$ cat src/sv/afr_pkg.sv
// Shared constants, codes and controller/datapath link types of the frame receiver.
`timescale 1ns / 1ps
`default_nettype none
package afr_pkg;

   // Frame buffer geometry
   localparam int BUF_DEPTH = 64;
   localparam int BUF_AW    = $clog2(BUF_DEPTH);
   localparam int LIM_W     = $clog2(BUF_DEPTH + 1);

   // Frame format
   localparam logic [7:0] START_BYTE  = 8'h7E;
   localparam logic [7:0] CSUM_TARGET = 8'hFF;
   localparam int         HDR_BYTES   = 5;   // API id, source hi, source lo, rssi, options
   localparam int         TX_MIN_LEN  = 3;   // status byte present from this length on

   // Result kinds
   localparam logic [1:0] KIND_TX_OK  = 2'd0;
   localparam logic [1:0] KIND_TX_ERR = 2'd1;
   localparam logic [1:0] KIND_RX     = 2'd2;

   // Configuration register indexes
   localparam logic [1:0] REG_TX_CODE = 2'd0;
   localparam logic [1:0] REG_RX_CODE = 2'd1;
   localparam logic [1:0] REG_MAX_LEN = 2'd2;
   localparam logic [1:0] REG_DELIVER = 2'd3;

   // Register reset values
   localparam logic [7:0] TX_CODE_RST = 8'd137;
   localparam logic [7:0] RX_CODE_RST = 8'd129;
   localparam logic [6:0] MAX_LEN_RST = 7'd64;

   typedef struct packed {
      logic start_frame;  // start byte taken, clear the sum
      logic load_len_hi;
      logic load_len_lo;
      logic store_data;   // frame data byte taken
      logic start_emit;   // good frame closed, latch result setup
      logic read_mem;     // fetch the current payload byte
      logic load_out;     // fill the result register
      logic next_item;
   } cmd_type;

   typedef struct packed {
      logic is_start;
      logic len_ok;
      logic at_checksum;
      logic frame_good;   // checksum matches and the frame gives results
      logic emit_last;
      logic out_free;
   } sts_type;

endpackage
`default_nettype wire

$ cat src/sv/afr_req_if.sv
// Input byte channel of the frame receiver.
`timescale 1ns / 1ps
`default_nettype none
interface afr_req_if;
   logic       valid;
   logic       ready;
   logic [7:0] rx_byte;

   modport source (output valid, output rx_byte, input ready);
   modport sink   (input valid, input rx_byte, output ready);
endinterface
`default_nettype wire

$ cat src/sv/afr_rsp_if.sv
// Result channel of the frame receiver.
`timescale 1ns / 1ps
`default_nettype none
interface afr_rsp_if;
   logic        valid;
   logic        ready;
   logic [1:0]  kind;
   logic [15:0] source_addr;
   logic [7:0]  rssi;
   logic [7:0]  frame_options;
   logic [7:0]  payload_byte;
   logic [5:0]  payload_index;
   logic [5:0]  payload_count;
   logic        byte_valid;
   logic        last;

   modport source (output valid, output kind, output source_addr, output rssi,
                   output frame_options, output payload_byte, output payload_index,
                   output payload_count, output byte_valid, output last, input ready);
   modport sink   (input valid, input kind, input source_addr, input rssi,
                   input frame_options, input payload_byte, input payload_index,
                   input payload_count, input byte_valid, input last, output ready);
endinterface
`default_nettype wire

$ cat src/sv/afr_ctrl.sv
// Controller state machine of the frame receiver.
`timescale 1ns / 1ps
`default_nettype none
module afr_ctrl (
   input  wire               clock,
   input  wire               reset,
   input  wire               req_valid,
   output logic              req_ready,
   input  afr_pkg::sts_type  sts,
   output afr_pkg::cmd_type  cmd
);

   typedef enum logic [5:0] {
      ST_HUNT   = 6'b000001,
      ST_LEN_HI = 6'b000010,
      ST_LEN_LO = 6'b000100,
      ST_DATA   = 6'b001000,
      ST_READ   = 6'b010000,
      ST_LOAD   = 6'b100000
   } state_type;

   state_type state_ff;
   state_type state_in;
   logic      take;

   assign req_ready = (state_ff == ST_HUNT) || (state_ff == ST_LEN_HI) ||
                      (state_ff == ST_LEN_LO) || (state_ff == ST_DATA);
   assign take = req_valid && req_ready;

   always_comb begin
      state_in = state_ff;
      cmd      = '0;
      case (state_ff)
         ST_HUNT: begin
            if (take && sts.is_start) begin
               cmd.start_frame = 1'b1;
               state_in        = ST_LEN_HI;
            end
         end
         ST_LEN_HI: begin
            if (take) begin
               cmd.load_len_hi = 1'b1;
               state_in        = ST_LEN_LO;
            end
         end
         ST_LEN_LO: begin
            if (take) begin
               cmd.load_len_lo = 1'b1;
               state_in        = sts.len_ok ? ST_DATA : ST_HUNT;
            end
         end
         ST_DATA: begin
            if (take) begin
               if (!sts.at_checksum) begin
                  cmd.store_data = 1'b1;
               end else if (sts.frame_good) begin
                  cmd.start_emit = 1'b1;
                  state_in       = ST_READ;
               end else begin
                  state_in = ST_HUNT;
               end
            end
         end
         ST_READ: begin
            cmd.read_mem = 1'b1;
            state_in     = ST_LOAD;
         end
         ST_LOAD: begin
            if (sts.out_free) begin
               cmd.load_out = 1'b1;
               if (sts.emit_last) begin
                  state_in = ST_HUNT;
               end else begin
                  cmd.next_item = 1'b1;
                  state_in      = ST_READ;
               end
            end
         end
         default: begin
            state_in = ST_HUNT;
         end
      endcase
   end

   always_ff @(posedge clock) begin
      if (reset) begin
         state_ff <= ST_HUNT;
      end else begin
         state_ff <= state_in;
      end
   end

endmodule
`default_nettype wire

$ cat src/sv/afr_datapath.sv
// Datapath of the frame receiver: registers, length and sum, frame buffer, result register.
`timescale 1ns / 1ps
`default_nettype none
module afr_datapath (
   input  wire                        clock,
   input  wire                        reset,
   input  afr_pkg::cmd_type           cmd,
   output afr_pkg::sts_type           sts,
   input  wire  [7:0]                 rx_byte,
   input  wire                        csr_we,
   input  wire  [1:0]                 csr_index,
   input  wire  [7:0]                 csr_wdata,
   afr_rsp_if.source                  rsp
);

   // Configuration
   logic [7:0] tx_code_ff;
   logic [7:0] rx_code_ff;
   logic [6:0] max_len_ff;
   logic       deliver_ff;

   // Frame reception
   logic [7:0]                 len_hi_ff;
   logic [afr_pkg::LIM_W-1:0]  len_ff;
   logic [afr_pkg::LIM_W-1:0]  idx_ff;
   logic [7:0]                 sum_ff;
   logic [7:0]                 hdr_ff [afr_pkg::HDR_BYTES];
   logic [7:0]                 mem [afr_pkg::BUF_DEPTH];
   logic [7:0]                 rd_data_ff;

   // Result sequencing
   logic       emit_tx_ff;
   logic       tx_ok_ff;
   logic [5:0] count_ff;
   logic [5:0] item_ff;

   // Result register
   logic        rsp_valid_ff;
   logic [1:0]  kind_ff;
   logic [15:0] src_ff;
   logic [7:0]  rssi_ff;
   logic [7:0]  opts_ff;
   logic [7:0]  pbyte_ff;
   logic [5:0]  pidx_ff;
   logic [5:0]  pcnt_ff;
   logic        bvalid_ff;
   logic        last_ff;

   logic [afr_pkg::LIM_W-1:0]  limit;
   logic [15:0]                len_full;
   logic [7:0]                 sum_next;
   logic                       is_tx;
   logic                       is_rx;
   logic [afr_pkg::BUF_AW-1:0] rd_addr;
   logic                       has_bytes;

   assign limit = (32'(max_len_ff) < afr_pkg::BUF_DEPTH) ? afr_pkg::LIM_W'(max_len_ff)
                                                         : afr_pkg::LIM_W'(afr_pkg::BUF_DEPTH);
   assign len_full = {len_hi_ff, rx_byte};
   assign sum_next = sum_ff + rx_byte;
   assign is_tx    = (hdr_ff[0] == tx_code_ff);
   assign is_rx    = (hdr_ff[0] == rx_code_ff) && deliver_ff &&
                     (len_ff >= afr_pkg::LIM_W'(afr_pkg::HDR_BYTES));
   assign rd_addr  = afr_pkg::BUF_AW'(item_ff) + afr_pkg::BUF_AW'(afr_pkg::HDR_BYTES);
   assign has_bytes = (count_ff != 6'd0);

   assign sts.is_start    = (rx_byte == afr_pkg::START_BYTE);
   assign sts.len_ok      = (len_full <= 16'(limit));
   assign sts.at_checksum = (idx_ff == len_ff);
   assign sts.frame_good  = (sum_next == afr_pkg::CSUM_TARGET) &&
                            (len_ff != '0) && (is_tx || is_rx);
   assign sts.emit_last   = emit_tx_ff || !has_bytes || (item_ff == count_ff - 6'd1);
   assign sts.out_free    = !rsp_valid_ff || rsp.ready;

   always_ff @(posedge clock) begin
      if (reset) begin
         tx_code_ff <= afr_pkg::TX_CODE_RST;
         rx_code_ff <= afr_pkg::RX_CODE_RST;
         max_len_ff <= afr_pkg::MAX_LEN_RST;
         deliver_ff <= 1'b0;
      end else if (csr_we) begin
         case (csr_index)
            afr_pkg::REG_TX_CODE: tx_code_ff <= csr_wdata;
            afr_pkg::REG_RX_CODE: rx_code_ff <= csr_wdata;
            afr_pkg::REG_MAX_LEN: max_len_ff <= csr_wdata[6:0];
            afr_pkg::REG_DELIVER: deliver_ff <= csr_wdata[0];
            default: ;
         endcase
      end
   end

   always_ff @(posedge clock) begin
      if (reset) begin
         sum_ff <= '0;
         idx_ff <= '0;
         len_ff <= '0;
      end else begin
         if (cmd.start_frame) begin
            sum_ff <= '0;
         end else if (cmd.store_data) begin
            sum_ff <= sum_next;
         end
         if (cmd.load_len_lo) begin
            len_ff <= afr_pkg::LIM_W'(len_full);
            idx_ff <= '0;
         end else if (cmd.store_data) begin
            idx_ff <= idx_ff + afr_pkg::LIM_W'(1);
         end
      end
   end

   always_ff @(posedge clock) begin
      if (cmd.load_len_hi) begin
         len_hi_ff <= rx_byte;
      end
   end

   // Header bytes also kept in flops so they can be read alongside the payload
   for (genvar k = 0; k < afr_pkg::HDR_BYTES; k++) begin : g_hdr
      always_ff @(posedge clock) begin
         if (cmd.store_data && (idx_ff == afr_pkg::LIM_W'(k))) begin
            hdr_ff[k] <= rx_byte;
         end
      end
   end

   // Frame buffer
   always_ff @(posedge clock) begin
      if (cmd.store_data) begin
         mem[idx_ff[afr_pkg::BUF_AW-1:0]] <= rx_byte;
      end
   end

   always_ff @(posedge clock) begin
      if (cmd.read_mem) begin
         rd_data_ff <= mem[rd_addr];
      end
   end

   always_ff @(posedge clock) begin
      if (cmd.start_emit) begin
         emit_tx_ff <= is_tx;
         tx_ok_ff   <= (len_ff >= afr_pkg::LIM_W'(afr_pkg::TX_MIN_LEN)) && (hdr_ff[2] == 8'd0);
         count_ff   <= 6'(len_ff - afr_pkg::LIM_W'(afr_pkg::HDR_BYTES));
         item_ff    <= '0;
      end else if (cmd.next_item) begin
         item_ff <= item_ff + 6'd1;
      end
   end

   always_ff @(posedge clock) begin
      if (reset) begin
         rsp_valid_ff <= 1'b0;
      end else if (cmd.load_out) begin
         rsp_valid_ff <= 1'b1;
      end else if (rsp.ready) begin
         rsp_valid_ff <= 1'b0;
      end
   end

   always_ff @(posedge clock) begin
      if (cmd.load_out) begin
         last_ff <= sts.emit_last;
         if (emit_tx_ff) begin
            kind_ff   <= tx_ok_ff ? afr_pkg::KIND_TX_OK : afr_pkg::KIND_TX_ERR;
            src_ff    <= '0;
            rssi_ff   <= '0;
            opts_ff   <= '0;
            pbyte_ff  <= '0;
            pidx_ff   <= '0;
            pcnt_ff   <= '0;
            bvalid_ff <= 1'b0;
         end else begin
            kind_ff   <= afr_pkg::KIND_RX;
            src_ff    <= {hdr_ff[1], hdr_ff[2]};
            rssi_ff   <= hdr_ff[3];
            opts_ff   <= hdr_ff[4];
            pbyte_ff  <= has_bytes ? rd_data_ff : 8'd0;
            pidx_ff   <= has_bytes ? item_ff : 6'd0;
            pcnt_ff   <= count_ff;
            bvalid_ff <= has_bytes;
         end
      end
   end

   assign rsp.valid         = rsp_valid_ff;
   assign rsp.kind          = kind_ff;
   assign rsp.source_addr   = src_ff;
   assign rsp.rssi          = rssi_ff;
   assign rsp.frame_options = opts_ff;
   assign rsp.payload_byte  = pbyte_ff;
   assign rsp.payload_index = pidx_ff;
   assign rsp.payload_count = pcnt_ff;
   assign rsp.byte_valid    = bvalid_ff;
   assign rsp.last          = last_ff;

endmodule
`default_nettype wire

$ cat src/sv/api_frame_receiver.sv
// Top level of the serial API frame receiver: controller plus datapath.
`timescale 1ns / 1ps
`default_nettype none
// Channel   Dir   Handshake           Carries
// req_chan  in    valid/ready         rx_byte, one link byte per item
// rsp_chan  out   valid/ready         kind, source, rssi, options, payload byte/index/count,
//                                     byte_valid, last
// csr_*     in    csr_we (no stall)   csr_index selects register, csr_wdata is the value
//
// Bytes of a frame are taken one per cycle. After a good checksum byte the input is
// held off while results go out, each by a buffer read and then a result load, the
// load waiting while the output register still holds a result the sink has not taken.
// The last result waits in the output register while the next bytes come in. Reset
// is synchronous and leaves the receiver hunting for the start byte with registers at
// their defaults; the buffer needs no clearing.
module api_frame_receiver (
   input  wire        clock,
   input  wire        reset,
   afr_req_if.sink    req_chan,
   afr_rsp_if.source  rsp_chan,
   input  wire        csr_we,
   input  wire  [1:0] csr_index,
   input  wire  [7:0] csr_wdata
);

   afr_pkg::cmd_type cmd;
   afr_pkg::sts_type sts;

   // Sequencing: hunt, length bytes, data/checksum, then result read/load loop
   afr_ctrl u_ctrl (
      .clock     (clock),
      .reset     (reset),
      .req_valid (req_chan.valid),
      .req_ready (req_chan.ready),
      .sts       (sts),
      .cmd       (cmd)
   );

   // Storage, checksum, configuration and the result register
   afr_datapath u_datapath (
      .clock     (clock),
      .reset     (reset),
      .cmd       (cmd),
      .sts       (sts),
      .rx_byte   (req_chan.rx_byte),
      .csr_we    (csr_we),
      .csr_index (csr_index),
      .csr_wdata (csr_wdata),
      .rsp       (rsp_chan)
   );

endmodule
`default_nettype wire
$ cat src/flat_wrapper.sv
// flat-port wrapper written by rule: the top's interface ports become plain ports
module api_frame_receiver_flat 
  (clock, reset, csr_we, csr_index, csr_wdata, req_chan_valid, req_chan_rx_byte, req_chan_ready, rsp_chan_valid, rsp_chan_kind, rsp_chan_source_addr, rsp_chan_rssi, rsp_chan_frame_options, rsp_chan_payload_byte, rsp_chan_payload_index, rsp_chan_payload_count, rsp_chan_byte_valid, rsp_chan_last, rsp_chan_ready);
  afr_req_if req_chan_i ();
  afr_rsp_if rsp_chan_i ();
  input  wire clock;
  input  wire reset;
  input  wire csr_we;
  input  wire  [1:0] csr_index;
  input  wire  [7:0] csr_wdata;
  input wire logic [$bits(req_chan_i.valid)-1:0] req_chan_valid;
  input wire logic [$bits(req_chan_i.rx_byte)-1:0] req_chan_rx_byte;
  output wire logic [$bits(req_chan_i.ready)-1:0] req_chan_ready;
  output wire logic [$bits(rsp_chan_i.valid)-1:0] rsp_chan_valid;
  output wire logic [$bits(rsp_chan_i.kind)-1:0] rsp_chan_kind;
  output wire logic [$bits(rsp_chan_i.source_addr)-1:0] rsp_chan_source_addr;
  output wire logic [$bits(rsp_chan_i.rssi)-1:0] rsp_chan_rssi;
  output wire logic [$bits(rsp_chan_i.frame_options)-1:0] rsp_chan_frame_options;
  output wire logic [$bits(rsp_chan_i.payload_byte)-1:0] rsp_chan_payload_byte;
  output wire logic [$bits(rsp_chan_i.payload_index)-1:0] rsp_chan_payload_index;
  output wire logic [$bits(rsp_chan_i.payload_count)-1:0] rsp_chan_payload_count;
  output wire logic [$bits(rsp_chan_i.byte_valid)-1:0] rsp_chan_byte_valid;
  output wire logic [$bits(rsp_chan_i.last)-1:0] rsp_chan_last;
  input wire logic [$bits(rsp_chan_i.ready)-1:0] rsp_chan_ready;
  assign req_chan_i.valid = req_chan_valid;
  assign req_chan_i.rx_byte = req_chan_rx_byte;
  assign req_chan_ready = req_chan_i.ready;
  assign rsp_chan_valid = rsp_chan_i.valid;
  assign rsp_chan_kind = rsp_chan_i.kind;
  assign rsp_chan_source_addr = rsp_chan_i.source_addr;
  assign rsp_chan_rssi = rsp_chan_i.rssi;
  assign rsp_chan_frame_options = rsp_chan_i.frame_options;
  assign rsp_chan_payload_byte = rsp_chan_i.payload_byte;
  assign rsp_chan_payload_index = rsp_chan_i.payload_index;
  assign rsp_chan_payload_count = rsp_chan_i.payload_count;
  assign rsp_chan_byte_valid = rsp_chan_i.byte_valid;
  assign rsp_chan_last = rsp_chan_i.last;
  assign rsp_chan_i.ready = rsp_chan_ready;
  api_frame_receiver u_core (.clock(clock), .reset(reset), .req_chan(req_chan_i), .rsp_chan(rsp_chan_i), .csr_we(csr_we), .csr_index(csr_index), .csr_wdata(csr_wdata));
endmodule
$ cat config.mk
export PLATFORM = sky130hd
export DESIGN_NAME = api_frame_receiver_flat
export DESIGN_NICKNAME = d
export VERILOG_FILES = /design/src/sv/afr_pkg.sv /design/src/sv/afr_req_if.sv /design/src/sv/afr_rsp_if.sv /design/src/sv/afr_ctrl.sv /design/src/sv/afr_datapath.sv /design/src/sv/api_frame_receiver.sv /design/src/flat_wrapper.sv
export SDC_FILE = /design/constraint.sdc
export NUM_CORES = 1
export LEC_CHECK = 0
export ABC_AREA = 1
export BUFFER_PORTS_ARGS = -buffer_cell sky130_fd_sc_hd__buf_4
export CAP_MARGIN = 20
export CELL_PAD_IN_SITES_DETAIL_PLACEMENT = 0
export CELL_PAD_IN_SITES_GLOBAL_PLACEMENT = 1
export CORE_MARGIN = 2
export CORE_UTILIZATION = 30
export DETAILED_ROUTE_END_ITERATION = 12
export HOLD_SLACK_MARGIN = 0.12
export PLACE_DENSITY_LB_ADDON = 0.1
export SETUP_SLACK_MARGIN = 0.1
export SLEW_MARGIN = 10
export SYNTH_ARGS = -nofsm -noshare
export SYNTH_HDL_FRONTEND = slang
export SYNTH_SLANG_ARGS = --single-unit
$ cat constraint.sdc
create_clock -name clock -period 6 [get_ports clock]
set_input_delay 0.6 -clock clock [delete_from_list [all_inputs] [get_ports clock]]
set_output_delay 0.6 -clock clock [all_outputs]
set_load 0.05 [all_outputs]
# == Word level (Yosys, flattened, before mapping) ==
# Memories as Yosys holds them, arrays and structs flattened. A register that Yosys moved wholly into a read port is not among the register bits.
# Cells that the tools add are included.
# totals
input_bits,23
n_memories,2
register_bits,115
mem_bits_rw,552
output_inout_bits,58
# op_classes
n_addsub,6
reduce_logical,39
eq_ne,25
magnitude_cmp,4
n_mux,52
n_bitwise,1
# mem_list
name,depth,width,read_ports,rd_ports_with_merged_regs,wr,line_no,text
u_core.u_datapath.mem,64,8,1,1,1,afr_datapath.sv:28,logic [7:0] mem [afr_pkg::BUF_DEPTH];
u_core.u_datapath.hdr_ff,5,8,5,3,1,afr_datapath.sv:27,logic [7:0] hdr_ff [afr_pkg::HDR_BYTES];
# ops
cell,count
$mux W6,6
$pmux W6 S6,1
$mux W8,4
$reduce_or A8 Y1,4
$mux W1,29
$eq A8 B8 Y1,2
$le A16 B7 Y1,1
$eq A7 B2 Y1 const B,2
$logic_and A1 B1 Y1,12
$mux W3,4
$mux W5,2
$add A8 B8 Y8,1
$eq A8 B7 Y1 const B,1
$eq A8 B8 Y1 const B,1
$logic_not A8 Y1,1
$mux W2,4
$ne A2 B2 Y1 const B,4
$reduce_and A2 Y1,4
$add A7 B1 Y7 const B,1
$eq A7 B1 Y1 const B,1
$eq A7 B3 Y1 const B,1
$eq A7 B7 Y1,1
$ge A7 B2 Y1 const B,1
$ge A7 B3 Y1 const B,1
27 further kinds,38

# == Depth between registers and ports, before layout ==
# Gate-level depths: netlist of run 1.
# An unclocked memory read counts as a cell.
# logic_depth
ltp_word,18
depth_mapped,15

# == Hierarchy ==
# A second synthesis of run 1 with hierarchy kept.
# hier_totals
hier_cells,2852
area_unflattened_um2,29723.5
# by_module_without_submodules
module,cells_per_inst,area_each_um2,seq_area_each_um2,instances
afr_datapath,2775,29240.5,20039.2,1
afr_ctrl,77,483.0,120.1,1

# == Least setup slack after synthesis of run 1 ==
# OpenSTA, ideal clock, no wires.
# synth_timing
path_kind,register -> register
startpoint,register u_core.u_ctrl.state_ff[0]
endpoint,register u_core.u_datapath.item_ff[2]
path_stages_with_launch,12
setup_ns,0.109
required_ns,5.891
slack_ns,2.119
arrival_time_ns,3.771
path_cell_list,dfxtp_1 nor2_1 nand2_1 inv_1 nand2_1 nor2_1 nand3_2 buf_4 nand2_1 o21ai_0 nand2_1 inv_1
# synth_between
elab_chain_len,7
elab_cells_between_ends,12
classes_between,eq/ne: 5; mux: 3; reduce/logical: 4
# synth_lines
item,line_no,text
"start, declared",afr_ctrl.sv:22,state_type state_ff;
"start signal, assigned",afr_ctrl.sv:89,state_ff <= state_in;
$eq A6 B1 Y1 or $eq A6 B2 Y1 (tied branches),afr_ctrl.sv:26,assign req_ready = (state_ff == ST_HUNT) || (state_ff == ST_LEN_HI) ||
$logic_or A1 B1 Y1 (2 in series),afr_ctrl.sv:26,
$logic_or A1 B1 Y1,afr_ctrl.sv:27,(state_ff == ST_LEN_LO) || (state_ff == ST_DATA);
$logic_and A1 B1 Y1,afr_ctrl.sv:28,assign take = req_valid && req_ready;
$mux W2,afr_ctrl.sv:53,if (take) begin
$mux W2,afr_ctrl.sv:33,case (state_ff)
"end signal, assigned",afr_datapath.sv:147,item_ff <= item_ff + 6'd1;
"end, declared",afr_datapath.sv:35,logic [5:0] item_ff;
# Parallel ways exist; a longest one is shown, timed or not.
# A chain may end at the register's enable or synchronous reset.

# == Final worst setup path of run 1 ==
# layout_timing
startpoint,register u_core.u_datapath.idx_ff[1] (netlist name)
endpoint,memory u_core.u_datapath.mem[14][5] (enable)
# layout_between
elab_chain_len,6
# layout_lines
item,line_no,text
"start, declared",afr_datapath.sv:25,logic [afr_pkg::LIM_W-1:0] idx_ff;
"start signal, assigned",afr_datapath.sv:107,idx_ff <= idx_ff + afr_pkg::LIM_W'(1);
$eq A7 B7 Y1,afr_datapath.sv:69,assign sts.at_checksum = (idx_ff == len_ff);
$mux W1,afr_ctrl.sv:54,if (!sts.at_checksum) begin
$mux W2,afr_ctrl.sv:53,
$mux W2,afr_ctrl.sv:33,
$mux W1,afr_datapath.sv:129,if (cmd.store_data) begin
$mux W1 (implied by the code),afr_datapath.sv:130,mem[idx_ff[afr_pkg::BUF_AW-1:0]] <= rx_byte;
"end, declared",afr_datapath.sv:28,
# Parallel ways exist; a longest one is shown, timed or not.

==> run summary, run 1 <==
==========================================================================================
Number of buffers created by CTS                                                        80
Compound-gate portion of the synthesized area                                        10.6%
Overall die area                                                               96,500 um^2
Number of distinct library cells after synthesis                                        39
Setup slack after layout                                                           2160 ps
Unrepaired setup endpoints after global routing                                         no
Count of max-cap constraint violations                                                   0
Largest area contributor in the netlist                                           edfxtp_1
Final cycle utilization of the critical path                                         64.0%
First-pass GRT wire length                                                      125,000 um
Clock edge transition at the registers on the reported setup and hold paths          60 ps
Max Fanout on Critical Path                                                             21
Number of endpoints with negative hold slack in the final report                         0
Library cell contributing the largest single delay on the critical path             nor2_1
Instance count of the mapped netlist                                                 2,340
Count of flip-flops with a built-in enable after synthesis                             632
DRC                                                                                      0
Final core area utilization                                                          34.9%
Maximum cell stage delay along the critical path                                    990 ps
Count of buffers from port buffering                                                    80
Async set-reset flop share out of synthesis                                             0%
Antenna violations before repair                                                         2
Result of the run                                                             finished, final reports clean
Sequential cell area                                                           20,200 um^2
Clock tree from TritonCTS                                                              yes
Via count                                                                           18,200
Worst clock skew                                                                   22.0 ps
Cell types with the largest area share after synthesis                        edfxtp_1 (67%), nor2_1 (6.2%), o21ai_0 (5.2%)
Critical path data arrival time                                                    4070 ps
Initial Utilization                                                                  30.3%
Mux cell area share after synthesis                                                     0%
Floorplan row count                                                                    112
Top cells by instance count after synthesis                                   edfxtp_1 (632), nor2_1 (463), o21ai_0 (295), nand2_1 (192), inv_1 (153)
Part of the Yosys area used for sequential elements                                  71.5%
Floorplan die height                                                                311 um
Max-Slew Margin vs Limit                                                             27.8%
Post-synthesis instance area                                                   28,200 um^2
Flip-flop and latch count after synthesis                                              691
Element type at the critical path end                                                 flop
Fmax                                                                               261 MHz
Number of cells in the finished layout apart from fillers                            3,729
Number of global-route vias before repair                                           18,400
Area of the multi-input gates                                                    6910 um^2
Dominant combinational cell family by area after synthesis                    simple AND/OR/NAND/NOR gates
Overflow left after global routing                                                       0
Number of optimization iterations in the first detailed-route pass                       5
Number of primary I/O pins                                                              81
Pwr per Cell Area                                                              315 nW/um^2
Buffers inserted by post-CTS timing repair                                               0
Largest net degree at the start of global routing                                      117
Number of nets with antenna violations after detailed routing                            0
Horiz. Die Dim                                                                      311 um
Pin slew with the least headroom to its limit                                      1080 ps
Final min period                                                                   3840 ps
HPWL reported at the end of detailed placement                                   50,200 um
Leakage power                                                                      11.1 nW
Power consumption                                                                 0.0102 W
Layout filler cell count                                                             9,143
Synthesis-to-layout area growth                                                      15.5%
Overall track demand over capacity in global routing                                 17.4%
Nature of the critical path startpoint                                                flop
Sinks on Clock Net                                                                     691
H-Tree Level Count                                                                       3
Most numerous cell on the critical path                                            nand2_1
Cells traversed along the worst timing path                                   inv_2, nand2_1, nand2_1, nand2_1, nor2_1, nand2_1, nand3_2, nor2_1, nand3_1, nor2_1
# placed instances                                                                   3,587
Final layout net count                                                               2,462
Number of pins with negative max-slew slack in the final report                          0
Fraction of final layout cells sized beyond drive strength 1                         10.2%
Worst skew pair latency                                                             620 ps
Total wirelength of the detailed-routed design                                   85,300 um
Cell with the most instances after synthesis                                      edfxtp_1
Data required time at the worst endpoint                                           6230 ps
Core area                                                                      93,200 um^2
Crit Path Class                                                               flop to flop
Setup-failing EPs final                                                                  0
Worst vdd ir                                                                      0.164 mV
Number of buffers between clock root and the deepest sink                                3
Most used flip-flop cell after synthesis                                          edfxtp_1
RePlAce Congestion                                                                   0.747
Worst setup timing slack at the placement stage                                    2210 ps
Hold bufs inserted after CTS                                                             0
Fraction of the mapped netlist area in adder cells                                   1.09%
Xor-xnor portion of the synthesized cell area                                       0.830%
Type of the most critical hold path                                           input pin to flop
Cell at the root of the clock tree                                               clkbuf_16
Via density per instance                                                              4.89
Post-Syn Nets                                                                        2,387
Post-route setup TNS                                                                  0 ps
Area share of the largest cell type after synthesis                                  67.3%
Simple logic cell fraction of the synthesized area                                   11.8%
CTS resizes                                                                              0
Number of warnings issued by yosys                                                       0
Starting DRC count in detailed routing                                               1,334
Total inserted antenna cells                                                             0
Mean Syn Cell Area                                                               12.1 um^2
WL per Instance                                                                    22.9 um
==========================================================================================
-- critical path: cells and delay by family, from the launching register on --
kind                   cells  cell delay [ps]
and+or+nand+nor            9             2830
buffers and inverters      1              140
DFF                        1              480
-- through the flow --
| stage | instance area (um^2) | hold slack [ps] |
|---|---|---|
| after floorplan | 28200 | 425 |
| after global placement | 30100 | 456 |
| after detailed placement | 30100 | 457 |
| after CTS | 32600 | 179 |
| after global routing | 32600 | 216 |
| final | 32600 | 221 |
-- logic make-up (layout without fill, tap and decap cells) --
kind of cell | count (synthesis) | after routing
AOI/OAI and AO/OA | 496 | 496
buffers and inverters | 285 | 420
xor gates and xnor gates | 25 | 25
adders and majority gates | 24 | 24
DFF | 691 | 691
and+or+nand+nor | 819 | 819
-- registers in the layout, summed over array words and instances (netlist names), 7 cells and up --
signal / flops
u_core.u_datapath.hdr_ff: 40
u_core.u_datapath.idx_ff: 7
u_core.u_datapath.len_ff: 7
u_core.u_datapath.len_hi_ff: 8
u_core.u_datapath.max_len_ff: 7
u_core.u_datapath.mem: 512
u_core.u_datapath.rd_data_ff: 8
u_core.u_datapath.rsp.frame_options: 8
u_core.u_datapath.rsp.payload_byte: 8
u_core.u_datapath.rsp.rssi: 8
u_core.u_datapath.rsp.source_addr: 16
u_core.u_datapath.rx_code_ff: 8
u_core.u_datapath.sum_ff: 8
u_core.u_datapath.tx_code_ff: 8
-- worst paths after layout --
kind	startpoint	end	slack, ps	cells past startpoint
setup / recovery	u_core.u_datapath.idx_ff[1]	u_core.u_datapath.mem[14][5]	2160	10
hold / removal	csr_wdata[7]	u_core.u_datapath.tx_code_ff[7]	220	3
setup reg to reg	u_core.u_datapath.idx_ff[1]	u_core.u_datapath.mem[14][5]	2160	10
hold reg to reg	u_core.u_datapath.tx_code_ff[4]	u_core.u_datapath.tx_code_ff[4]	470	2
-- report_power, final --
part | leakage [nW] | internal, W | switching [W] | total, W
clock | 1.19 | 0.00267 | 0.00194 | 0.00461
sequential | 6.16 | 0.00526 | 0.0000137 | 0.00528
combinational | 3.78 | 0.0000887 | 0.000270 | 0.000359
total | 11.1 | 0.00802 | 0.00223 | 0.0102
-- layout make-up --
cell class / count / share of cell area, %
Multi-Input combinational cell: 1364 / 21.2
Clock inverter: 50 / 1.11
Inverter: 162 / 1.89
Sequential cell: 691 / 61.9
Timing Repair Buffer: 116 / 2.69
Clock buffer: 92 / 6.35
Tap cell: 1254 / 4.82
-- cell usage in the layout, fill, tap and decap left out, types with 2 or more instances in the layout --
cell type	n
o211ai_1	32
nor2_2	2
or2_2	3
nor2_4	2
nand3_1	127
o21ai_1	2
inv_1	153
nor3b_1	3
clkinvlp_4	4
nor2_1	461
clkbuf_1	11
nand2_2	2
bufinv_16	5
o22ai_1	28
xnor2_1	14
o221ai_1	98
clkbuf_16	81
edfxtp_1	632
nor3_1	9
ha_1	22
buf_4	114
nand4_1	13
o21ai_2	2
o21ai_0	295
inv_2	5
nand3_2	3
clkinv_2	19
a211oi_1	2
xor2_1	9
dfxtp_1	58
clkinv_1	24
nand2_1	192
a21oi_1	32
-- metal layers --
metal	share of wire (%)	GRT usage, %	vias up
met5	0	0	-
met1	46	24.2	9111
met4	2.5	5.41	0
li1	-	-	8576
met3	4.4	2.34	107
met2	47	28.4	430
No activity file was read; power rests on OpenSTA's default activity.
==> run 2, diff against run 1 <==
==> constraint.sdc (replaced) <==
create_clock -name clock -period 3.6 [get_ports clock]
set_input_delay 0.36 -clock clock [delete_from_list [all_inputs] [get_ports clock]]
set_output_delay 0.36 -clock clock [all_outputs]
set_load 0.05 [all_outputs]
==> run 2 against run 1 <==
Effect of this change: clock power rose by 74%; combinational power rose by 77%; hold slack got worse by 65 ps; sequential share of layout area fell by 1.9 points; design area rose by 3.1%; non-clock buffer count rose by 104; setup slack got worse by 1500 ps; critical path type unchanged.
==> run summary, run 2 (synthesized netlist as in run 1, its figures left out) <==
==========================================================================================
Hold Path Stages                                                                         1
RePlAce Congestion                                                                   0.787
Fraction of final layout cells sized beyond drive strength 1                         13.4%
Overall track demand over capacity in global routing                                 18.5%
Synthesis-to-layout area growth                                                      19.1%
Count of buffers from port buffering                                                    80
Most numerous cell on the critical path                                            nand3_1
Clock edge transition at the registers on the reported setup and hold paths          60 ps
Power consumption                                                                 0.0174 W
Leakage power                                                                      11.8 nW
Unrepaired setup endpoints after global routing                                         no
Antenna violations before repair                                                         2
H-Tree Level Count                                                                       3
Number of global-route vias before repair                                           19,600
Number of nets with antenna violations after detailed routing                            0
Setup slack after layout                                                            662 ps
Switch share                                                                         21.6%
Count of buffer and inverter cells on the critical path                                  2
Count of max-cap constraint violations                                                   0
Max-Slew Margin vs Limit                                                             40.5%
Horiz. Die Dim                                                                      311 um
Final cycle utilization of the critical path                                         81.6%
Number of optimization iterations in the first detailed-route pass                       5
Final layout net count                                                               2,565
Number of logic stages on the critical path including buffering                          9
Largest net degree at the start of global routing                                      120
Data required time at the worst endpoint                                           4100 ps
Overflow left after global routing                                                       0
Via density per instance                                                              4.91
Internal power                                                                    0.0137 W
Sw power                                                                         0.00377 W
Worst clock skew                                                                   31.6 ps
Result of the run                                                             finished, final reports clean
Commonest non-fill, non-tap cell in the layout                                    edfxtp_1
Number of buffers between clock root and the deepest sink                                3
Core area                                                                      93,200 um^2
Pwr per Cell Area                                                              519 nW/um^2
Initial Utilization                                                                  30.3%
Pin slew with the least headroom to its limit                                       893 ps
Overall die area                                                               96,500 um^2
Final min period                                                                   2940 ps
Floorplan die height                                                                311 um
Maximum cell stage delay along the critical path                                    610 ps
Clock tree from TritonCTS                                                              yes
First-pass GRT wire length                                                      133,000 um
Nature of the critical path startpoint                                                flop
Total wirelength of the detailed-routed design                                   89,800 um
Number of buffers created by CTS                                                        79
Post-route setup TNS                                                                  0 ps
Commonest non-fill, non-tap cells in the layout                               edfxtp_1 (632), nor2_1 (461), o21ai_0 (295), buf_4 (199), nand2_1 (192)
Crit-path leading delay family                                                simple AND/OR/NAND/NOR gates
Count of cells along the worst register-to-register path                                 9
Clock power frac                                                                     45.9%
Crit Path Class                                                               flop to flop
WL per Instance                                                                    23.4 um
Setup-failing EPs final                                                                  0
Type of the most critical hold path                                           input pin to flop
Cell at the root of the clock tree                                               clkbuf_16
Via count                                                                           18,800
Number of primary I/O pins                                                              81
Fraction of power consumed by sequential logic                                       50.4%
Library cell contributing the largest single delay on the critical path            dfxtp_4
Cells traversed along the worst timing path                                   ha_4, clkinv_2, buf_4, o21ai_0, o221ai_1, nand3_1, nand3_1, nand3_1, nand2_1
Worst vdd ir                                                                      0.307 mV
Worst skew pair latency                                                             630 ps
Worst Hold Margin                                                                   156 ps
Combinational group share of total power                                              3.7%
Element type at the critical path end                                                 flop
Floorplan row count                                                                    112
Fmax                                                                               340 MHz
Sinks on Clock Net                                                                     691
DRC                                                                                      0
CTS resizes                                                                              0
HPWL reported at the end of detailed placement                                   57,000 um
Starting DRC count in detailed routing                                               1,546
Largest register FFs                                                                   512
Critical path data arrival time                                                    3430 ps
Max Fanout on Critical Path                                                             48
Number of pins with negative max-slew slack in the final report                          0
Worst setup timing slack at the placement stage                                     607 ps
Number of endpoints with negative hold slack in the final report                         0
==========================================================================================
-- run 2: metal layers --
layer / up-vias / routed length [um] / global-route usage [%]
li1: 8791 / - / -
met1: 9513 / 40900 / 25.1
met2: 408 / 43800 / 31.3
met3: 115 / 3090 / 2.20
met4: 0 / 1950 / 5.20
met5: - / 0 / 0
-- run 2: layout make-up --
type / instances / area, um^2
Multi-Input combinational cell: 1364 / 6910
Sequential cell: 691 / 20200
Inverter: 162 / 614
Clock buffer: 100 / 2150
Fill cell: 9137 / 59600
Tap cell: 1254 / 1570
Clock inverter: 46 / 412
Antenna cell: 1 / 2.50
Timing Repair Buffer: 220 / 1750
-- run 2: worst paths after layout --
kind / from / endpoint / slack [ps]
setup / recovery: u_core.u_datapath.item_ff[0] / u_core.u_datapath.rd_data_ff[2] / 660
setup reg to reg: u_core.u_datapath.item_ff[0] / u_core.u_datapath.rd_data_ff[2] / 660
hold reg to reg: u_core.u_datapath.deliver_ff / u_core.u_datapath.deliver_ff / 460
hold / removal: req_chan_rx_byte[6] / u_core.u_datapath.hdr_ff[0][6] / 160
-- run 2: stage by stage --
| step | cells | area, um^2 | util, % |
|---|---|---|---|
| after global routing | 3837 | 33600 | 36.0 |
| after CTS | 3837 | 33600 | 36.0 |
| after floorplan | 2340 | 28200 | - |
| final | 3838 | 33600 | 36.0 |
| after detailed placement | 3675 | 30800 | 33.1 |
| after global placement | 3675 | 30800 | 33.1 |
-- run 2: power groups by stage --
stage,Sequential [W],Clock (W),Combinational (W)
floorplan,0.00896,0,0.000313
global placement,0.00896,0,0.000645
detailed placement,0.00896,0,0.000639
CTS,0.00879,0.00823,0.000653
global route,0.00879,0.00850,0.000717
finish,0.00879,0.00800,0.000637
-- run 2: repair_timing --
action / in CTS / in global routing
hold buffers: 16 / 0
endpoints found under the hold margin: 31 / 0
setup buffers: 0 / 0
